===== config.mk =====
export PLATFORM = sky130hd
export DESIGN_NAME = segment_header_page_size_scanner
export DESIGN_NICKNAME = d
export VERILOG_FILES = /design/src/rtl/shps_pkg.sv /design/src/rtl/segment_header_page_size_scanner.sv
export SDC_FILE = /design/constraint.sdc
export NUM_CORES = 1
export LEC_CHECK = 0
export ABC_CLOCK_PERIOD_IN_PS = 8200
export BUFFER_PORTS_ARGS = -buffer_cell sky130_fd_sc_hd__buf_4
export CORE_UTILIZATION = 61
export DETAILED_ROUTE_END_ITERATION = 16
export GPL_ROUTABILITY_DRIVEN = 0
export HOLD_SLACK_MARGIN = 0.15
export PLACE_DENSITY = 0.8
export SYNTH_ARGS = -nofsm -noshare
export SYNTH_HDL_FRONTEND = slang
export SYNTH_SLANG_ARGS = --single-unit

===== constraint.sdc =====
create_clock -name clk -period 8.2 [get_ports clk]
set_input_delay 0.41 -clock clk [delete_from_list [all_inputs] [get_ports clk]]
set_output_delay 0.41 -clock clk [all_outputs]
set_load 0.005 [all_outputs]

===== src/rtl/shps_pkg.sv =====
`timescale 1ns / 1ps
`default_nettype none
// ----------------------------------------------------------------------------
// shps_pkg: segment header page-size scanner package
// Status codes, field widths and limits shared by the scanner.
// ----------------------------------------------------------------------------
package shps_pkg;

    localparam int unsigned MAX_REFERRED_COUNT = 64;

    localparam int unsigned DATA_W      = 8;
    localparam int unsigned STATUS_W    = 3;
    localparam int unsigned DIM_W       = 32;
    localparam int unsigned RES_W       = STATUS_W + 2 * DIM_W;
    localparam int unsigned OUT_TDATA_W = ((RES_W + 7) / 8) * 8;

    localparam int unsigned CNT_W   = 32;
    localparam int unsigned TOTAL_W = 7;
    localparam int unsigned ACC_W   = 29;

    localparam logic [5:0] TYPE_PAGE_INFO = 6'd48;
    localparam logic [5:0] TYPE_EOF       = 6'd51;

    localparam logic [31:0] REF_SIZE2_LIMIT = 32'd256;
    localparam logic [31:0] REF_SIZE4_LIMIT = 32'd65536;
    localparam logic [31:0] LEN_UNKNOWN     = 32'hffff_ffff;

    typedef enum logic [STATUS_W-1:0] {
        ST_FOUND  = 3'd0,
        ST_ENDED  = 3'd1,
        ST_COUNT  = 3'd2,
        ST_EOFSEG = 3'd3,
        ST_UNKLEN = 3'd4,
        ST_ZERO   = 3'd5
    } status_t;

    typedef struct packed {
        logic [DIM_W-1:0] page_height;
        logic [DIM_W-1:0] page_width;
        status_t          status;
    } result_t;

endpackage
`default_nettype wire


===== src/rtl/segment_header_page_size_scanner.sv =====
`timescale 1ns / 1ps
`default_nettype none
// ----------------------------------------------------------------------------
// segment_header_page_size_scanner
// Walks segment headers of a byte stream and reports the first page size.
// ----------------------------------------------------------------------------
// Takes one stream byte per cycle while s_axis_tready is high; each byte steps
// the header field machine, and a result is registered at the clock edge that
// takes the byte that completes it. A two-slot output buffer keeps input flowing
// while a result waits, so the input stalls only when both slots hold untaken
// results. One status transfer is sent per stream; bytes after it are dropped
// until a byte marked with first_byte restarts the parser.
// ----------------------------------------------------------------------------
module segment_header_page_size_scanner (
    input  wire logic                              clk,
    input  wire logic                              rst_n,
    input  wire logic                              s_axis_tvalid,
    output logic                                   s_axis_tready,
    input  wire logic [shps_pkg::DATA_W-1:0]       s_axis_tdata,  // data_byte
    input  wire logic                              s_axis_tuser,  // first_byte
    input  wire logic                              s_axis_tlast,  // last_byte
    output logic                                   m_axis_tvalid,
    input  wire logic                              m_axis_tready,
    // status[2:0], page_width[34:3], page_height[66:35], zero fill above
    output logic [shps_pkg::OUT_TDATA_W-1:0]       m_axis_tdata
);
    import shps_pkg::*;

    typedef enum logic [3:0] {
        PH_SEGNUM   = 4'd0,
        PH_FLAGS    = 4'd1,
        PH_COUNT    = 4'd2,
        PH_LONGCNT  = 4'd3,
        PH_RETAIN   = 4'd4,
        PH_REFS     = 4'd5,
        PH_PAGE     = 4'd6,
        PH_DLEN     = 4'd7,
        PH_DATA     = 4'd8,
        PH_WIDTH    = 4'd9,
        PH_HEIGHT   = 4'd10,
        PH_INFOSKIP = 4'd11,
        PH_STRIPE   = 4'd12
    } phase_t;

    phase_t              phase_reg, phase_next;
    logic [CNT_W-1:0]    cnt_reg, cnt_next;
    logic                finished_reg, finished_next;
    logic [31:0]         segnum_reg, segnum_next;
    logic [7:0]          flags_reg, flags_next;
    logic [TOTAL_W-1:0]  total_reg, total_next;
    logic [31:0]         dlen_reg, dlen_next;
    logic [DIM_W-1:0]    width_reg, width_next;
    logic [DIM_W-1:0]    height_reg, height_next;
    logic [ACC_W-1:0]    acc_reg, acc_next;

    result_t             out_reg, skid_reg, res;
    logic                out_valid_reg, skid_valid_reg;
    logic                res_valid;

    logic                accept, pop;
    phase_t              cur_phase;
    logic [CNT_W-1:0]    cur_cnt;
    logic                field_done;
    logic [CNT_W-1:0]    cnt_dec;
    logic [7:0]          b;
    logic [31:0]         shift_seg, shift_dlen, shift_acc32;
    logic [ACC_W-1:0]    long_cnt;
    logic [TOTAL_W-1:0]  refs_total;
    logic [CNT_W-1:0]    refs_n;
    logic [31:0]         height_shift;
    logic [14:0]         stripe_h;
    logic                st_hit;
    status_t             st_code;

    assign accept        = s_axis_tvalid && s_axis_tready;
    assign pop           = m_axis_tvalid && m_axis_tready;
    assign s_axis_tready = !skid_valid_reg;
    assign m_axis_tvalid = out_valid_reg;
    assign m_axis_tdata  = {{(OUT_TDATA_W - RES_W){1'b0}}, out_reg};

    assign b          = s_axis_tdata;
    assign cur_phase  = s_axis_tuser ? PH_SEGNUM : phase_reg;
    assign cur_cnt    = s_axis_tuser ? CNT_W'(4) : cnt_reg;
    assign cnt_dec    = (cur_cnt == '0) ? '0 : cur_cnt - CNT_W'(1);
    assign field_done = (cur_cnt <= CNT_W'(1));

    assign shift_seg    = {segnum_reg[23:0], b};
    assign shift_dlen   = {dlen_reg[23:0], b};
    assign shift_acc32  = {acc_reg[23:0], b};
    assign long_cnt     = shift_acc32[ACC_W-1:0];
    assign height_shift = {height_reg[23:0], b};
    assign stripe_h     = shift_acc32[14:0];

    // number of referred-to bytes for a given count and the current segment number
    assign refs_total = (cur_phase == PH_COUNT) ? TOTAL_W'(b[7:5]) : total_reg;
    always_comb
    begin
        refs_n = CNT_W'(refs_total);
        if (segnum_reg > REF_SIZE4_LIMIT)
        begin
            refs_n = CNT_W'(refs_total) << 2;
        end
        else if (segnum_reg > REF_SIZE2_LIMIT)
        begin
            refs_n = CNT_W'(refs_total) << 1;
        end
    end

    always_comb
    begin
        phase_next    = cur_phase;
        cnt_next      = cnt_dec;
        finished_next = s_axis_tuser ? 1'b0 : finished_reg;
        segnum_next   = segnum_reg;
        flags_next    = flags_reg;
        total_next    = total_reg;
        dlen_next     = dlen_reg;
        width_next    = width_reg;
        height_next   = height_reg;
        acc_next      = acc_reg;
        st_hit        = 1'b0;
        st_code       = ST_FOUND;

        unique case (cur_phase)
            PH_SEGNUM:
            begin
                segnum_next = shift_seg;
                if (field_done)
                begin
                    phase_next = PH_FLAGS;
                    cnt_next   = CNT_W'(1);
                end
            end
            PH_FLAGS:
            begin
                flags_next = b;
                phase_next = PH_COUNT;
                cnt_next   = CNT_W'(1);
            end
            PH_COUNT:
            begin
                if (b[7:5] == 3'd7)
                begin
                    acc_next   = ACC_W'(b);
                    phase_next = PH_LONGCNT;
                    cnt_next   = CNT_W'(3);
                end
                else
                begin
                    total_next = refs_total;
                    if (refs_n == '0)
                    begin
                        phase_next = PH_PAGE;
                        cnt_next   = flags_reg[6] ? CNT_W'(4) : CNT_W'(1);
                    end
                    else
                    begin
                        phase_next = PH_REFS;
                        cnt_next   = refs_n;
                    end
                end
            end
            PH_LONGCNT:
            begin
                acc_next = long_cnt;
                if (field_done)
                begin
                    if (long_cnt > ACC_W'(MAX_REFERRED_COUNT))
                    begin
                        st_hit  = 1'b1;
                        st_code = ST_COUNT;
                    end
                    else
                    begin
                        total_next = long_cnt[TOTAL_W-1:0];
                        phase_next = PH_RETAIN;
                        cnt_next   = CNT_W'(long_cnt[TOTAL_W-1:3]) + CNT_W'(1);
                    end
                end
            end
            PH_RETAIN:
            begin
                if (field_done)
                begin
                    if (refs_n == '0)
                    begin
                        phase_next = PH_PAGE;
                        cnt_next   = flags_reg[6] ? CNT_W'(4) : CNT_W'(1);
                    end
                    else
                    begin
                        phase_next = PH_REFS;
                        cnt_next   = refs_n;
                    end
                end
            end
            PH_REFS:
            begin
                if (field_done)
                begin
                    phase_next = PH_PAGE;
                    cnt_next   = flags_reg[6] ? CNT_W'(4) : CNT_W'(1);
                end
            end
            PH_PAGE:
            begin
                if (field_done)
                begin
                    dlen_next  = '0;
                    phase_next = PH_DLEN;
                    cnt_next   = CNT_W'(4);
                end
            end
            PH_DLEN:
            begin
                dlen_next = shift_dlen;
                if (field_done)
                begin
                    priority if (flags_reg[5:0] == TYPE_PAGE_INFO)
                    begin
                        width_next = '0;
                        phase_next = PH_WIDTH;
                        cnt_next   = CNT_W'(4);
                    end
                    else if (flags_reg[5:0] == TYPE_EOF)
                    begin
                        st_hit  = 1'b1;
                        st_code = ST_EOFSEG;
                    end
                    else if (shift_dlen == LEN_UNKNOWN)
                    begin
                        st_hit  = 1'b1;
                        st_code = ST_UNKLEN;
                    end
                    else if (shift_dlen == '0)
                    begin
                        segnum_next = '0;
                        phase_next  = PH_SEGNUM;
                        cnt_next    = CNT_W'(4);
                    end
                    else
                    begin
                        phase_next = PH_DATA;
                        cnt_next   = shift_dlen;
                    end
                end
            end
            PH_DATA:
            begin
                if (field_done)
                begin
                    segnum_next = '0;
                    phase_next  = PH_SEGNUM;
                    cnt_next    = CNT_W'(4);
                end
            end
            PH_WIDTH:
            begin
                width_next = {width_reg[23:0], b};
                if (field_done)
                begin
                    height_next = '0;
                    phase_next  = PH_HEIGHT;
                    cnt_next    = CNT_W'(4);
                end
            end
            PH_HEIGHT:
            begin
                height_next = height_shift;
                if (field_done)
                begin
                    if (height_shift != LEN_UNKNOWN)
                    begin
                        st_hit  = 1'b1;
                        st_code = ST_FOUND;
                    end
                    else
                    begin
                        phase_next = PH_INFOSKIP;
                        cnt_next   = CNT_W'(9);
                    end
                end
            end
            PH_INFOSKIP:
            begin
                if (field_done)
                begin
                    acc_next   = '0;
                    phase_next = PH_STRIPE;
                    cnt_next   = CNT_W'(2);
                end
            end
            PH_STRIPE:
            begin
                acc_next = long_cnt;
                if (field_done)
                begin
                    st_hit = 1'b1;
                    if (stripe_h == '0)
                    begin
                        st_code = ST_ZERO;
                    end
                    else
                    begin
                        height_next = DIM_W'(stripe_h);
                        st_code     = ST_FOUND;
                    end
                end
            end
            default:
            begin
                segnum_next = '0;
                phase_next  = PH_SEGNUM;
                cnt_next    = CNT_W'(4);
            end
        endcase

        if (!st_hit && s_axis_tlast)
        begin
            st_hit  = 1'b1;
            st_code = ST_ENDED;
        end
        if (st_hit)
        begin
            finished_next = 1'b1;
        end
    end

    // drop bytes while finished, unless the byte restarts the stream
    assign res_valid = accept && (s_axis_tuser || !finished_reg) && st_hit;

    always_comb
    begin
        res.status      = st_code;
        res.page_width  = (st_code == ST_FOUND) ? width_reg : '0;
        res.page_height = (st_code == ST_FOUND) ? height_next : '0;
    end

    always_ff @(posedge clk or negedge rst_n)
    begin
        if (!rst_n)
        begin
            phase_reg    <= PH_SEGNUM;
            cnt_reg      <= '0;
            finished_reg <= 1'b1;
        end
        else if (accept && (s_axis_tuser || !finished_reg))
        begin
            phase_reg    <= phase_next;
            cnt_reg      <= cnt_next;
            finished_reg <= finished_next;
        end
    end

    always_ff @(posedge clk)
    begin
        if (accept && (s_axis_tuser || !finished_reg))
        begin
            segnum_reg <= segnum_next;
            flags_reg  <= flags_next;
            total_reg  <= total_next;
            dlen_reg   <= dlen_next;
            width_reg  <= width_next;
            height_reg <= height_next;
            acc_reg    <= acc_next;
        end
    end

    // two-slot result buffer: head drives the port, skid holds the second
    always_ff @(posedge clk or negedge rst_n)
    begin
        if (!rst_n)
        begin
            out_valid_reg  <= 1'b0;
            skid_valid_reg <= 1'b0;
        end
        else
        begin
            if (pop)
            begin
                if (skid_valid_reg)
                begin
                    out_valid_reg  <= 1'b1;
                    skid_valid_reg <= res_valid;
                end
                else
                begin
                    out_valid_reg  <= res_valid;
                    skid_valid_reg <= 1'b0;
                end
            end
            else if (res_valid)
            begin
                if (out_valid_reg)
                begin
                    skid_valid_reg <= 1'b1;
                end
                else
                begin
                    out_valid_reg <= 1'b1;
                end
            end
        end
    end

    always_ff @(posedge clk)
    begin
        if (pop)
        begin
            if (skid_valid_reg)
            begin
                out_reg <= skid_reg;
                if (res_valid)
                begin
                    skid_reg <= res;
                end
            end
            else if (res_valid)
            begin
                out_reg <= res;
            end
        end
        else if (res_valid)
        begin
            if (out_valid_reg)
            begin
                skid_reg <= res;
            end
            else
            begin
                out_reg <= res;
            end
        end
    end

endmodule
`default_nettype wire

==> impl_metrics.json <==
{
  "cts_max_path_buffers": 3,
  "num_vias": 11900,
  "final_cell_area_um2": 17700,
  "die_area_um2": 26400,
  "hold_path.class": "in -> reg",
  "relSlewSlack": 0.221,
  "numPortBuffers": 82,
  "irDropWorstVdd_v": 0.000191,
  "synthCells": 1433,
  "timing.rr.end": "m_axis_tdata[55]",
  "power_density_nw_per_um2": 303,
  "fmax_mhz": 211,
  "cpPeakStageDelay_ps": 840,
  "path_delay_family": "simple AND/OR/NAND/NOR gates",
  "tns_ps": 0,
  "cts_num_sinks": 328,
  "total_leakage_power_nw": 6.47,
  "multi_input_comb_area_um2": 5570,
  "reg2regPathDepth": 8,
  "period_share": 0.577,
  "slew_viol_final": 0,
  "crit_path_end": "m_axis_tdata[55]",
  "worst_pin_slew_ps": 1160,
  "grt_pass1_vias": 11400,
  "coreArea_um2": 25200,
  "outcome": "complete, no violations",
  "first_pass_iters": 5,
  "syn_to_final_growth_pct": 12.9,
  "preCtsSetupSlack_ps": 3520,
  "critical_path_required_ps": 8510,
  "yosys_warnings": 0,
  "grt_overflow_total": 0,
  "criticalPathCategory": "reg -> reg",
  "drt-total-wl_mm": 38.4,
  "row_count": 58,
  "initialDrtViolationCount": 1417,
  "cp-start-kind": "flip-flop",
  "ys.flop_type": "edfxtp_1",
  "skew_ps": 19.3,
  "crit_arrival_ps": 5040,
  "grt_max_degree": 101,
  "drive_gt1_frac": 0.121,
  "layout.nets": 1498,
  "synth_cell_types": 73,
  "r2r_setup_slack_ps": 3470,
  "die_h_um": 162,
  "hold_violations": 0,
  "final_cell_mix": "edfxtp_1, nand2_1, nor2_1, buf_4, o21ai_0",
  "wl_per_cell_um": 20.9,
  "clk_latency_ps": 510,
  "rsz0062_at_grt": "no",
  "synth_edf_count": 289,
  "cts_tree": "done",
  "worstPathMaxFanout": 96,
  "cap_violations": 0,
  "final_cells": 1838,
  "numCtsBuffers": 34,
  "synth_seq_area_share": 0.615,
  "final_common_cell": "edfxtp_1",
  "synth.avg_cell_area_um2": 11.0,
  "async_flop_share": 0.119,
  "synth_area_um2": 15700,
  "die_width_um": 162,
  "initial_core_util": 0.624,
  "seq_area_um2": 9660,
  "yosys_register_bits": 328,
  "fin_crit_ps": 4730,
  "grt_use_total": 0.297,
  "antenna_found_initial": 0,
  "place_area_um2": 16600,
  "grt_pass1_wl_mm": 61.3,
  "critPathSlowestCell": "and3b_1",
  "ant_nets": 0,
  "clkSlewWorstSetupHoldPaths_ps": 60,
  "dp.final_hpwl_mm": 23.8,
  "placed_cells": 1773,
  "worst_slack_ps": 3470,
  "drc": 0,
  "critical_path_depth": 8,
  "cp-end-kind": "flip-flop",
  "finalSetupViolCount": 0,
  "setup.worst_path.start": "phase_reg[2]",
  "nFillCells": 1792,
  "cp_num_buf_inv": 0,
  "boundaryPins": 88,
  "r2r-start": "phase_reg[2]",
  "path_cells": "and3b_1, nand4_1, and4_1, o221ai_1, o21ai_1, a21oi_2, nand3_4, o31ai_1",
  "avgViaCountPerCell": 6.47,
  "cts.htree.levels": 2,
  "cts_root_buffer": "clkbuf_16"
}
==> layer usage <==
layer  part of all wire  track usage
met1               0.41        0.401
met2               0.48        0.483
met3              0.081       0.0522
met4              0.034        0.111
met5                  0            0
==> Yosys cell counts, types with 27 or more instances <==
master      n  area (um^2)
nor2_1    109          409
clkbuf_1   77          289
and2_1     81          507
nor2b_1    47          294
a21oi_1    53          265
nor4_1     31          194
o31ai_1    34          255
inv_1      47          176
nor3_1     41          205
nand2_1   190          713
edfxtp_1  289         8680
o21ai_0    87          435
nand4_1    27          169
a22oi_1    32          240
and3_1     29          181
dfrtp_1    38          951
==> cell families (layout without fill, tap and decap cells) <==
logic type	after synthesis	count (layout)	share of synthesized area
AOI/OAI and AO/OA	316	316	0.135
xor gates and xnor gates	9	9	0.00502
adders and majority gates	4	4	0.00303
buffers and inverters	143	213	0.0365
DFF	328	328	0.615
muxes	6	6	0.00406
other	1	6	0.000239
and+or+nand+nor	626	626	0.201
==> area by class of cell <==
type	instances	area share
sequential	328	0.544
inverter	47	0.00995
clock inverter	18	0.0118
clock buffer	44	0.0519
tap	330	0.0233
timing repair buffer	104	0.0443
multi-input combinational	966	0.314
antenna	1	0.000141
==> how the worst min path moves through the flow <==
stage | slack, ps | depth (start not counted) | end | from
finish | 190 | 1 | flags_reg[3] | s_axis_tdata[3]
global route | 180 | 1 | flags_reg[3] | s_axis_tdata[3]
CTS | 170 | 1 | flags_reg[3] | s_axis_tdata[3]
detailed placement | 420 | 1 | skid_valid_reg | rst_n
global placement | 420 | 1 | skid_valid_reg | rst_n
floorplan | 110 | 0 | cnt_reg[0] | rst_n
==> report_power, final <==
part / switching (mW) / internal [mW]
logic: 0.874 / 0.523
clock network: 0.626 / 0.924
registers: 0.228 / 2.20
total: 1.73 / 3.65
==> per-stage QoR <==
stage          hold slack (ps)   util  power [mW]
2_1_floorplan              114      -        3.35
3_3_place_gp               415  0.659        3.76
3_5_place_dp               421  0.659        3.82
4_1_cts                    175  0.704        5.36
5_1_grt                    180  0.704        5.62
6_report                   195  0.704        5.37
==> what timing repair did <==
action	4_1_cts	5_1_grt
buffers inserted	0	0
endpoints found under the hold margin	39	0
gates resized for setup	0	0
hold buffers	2	0
Power figures use the tool's default switching activity.
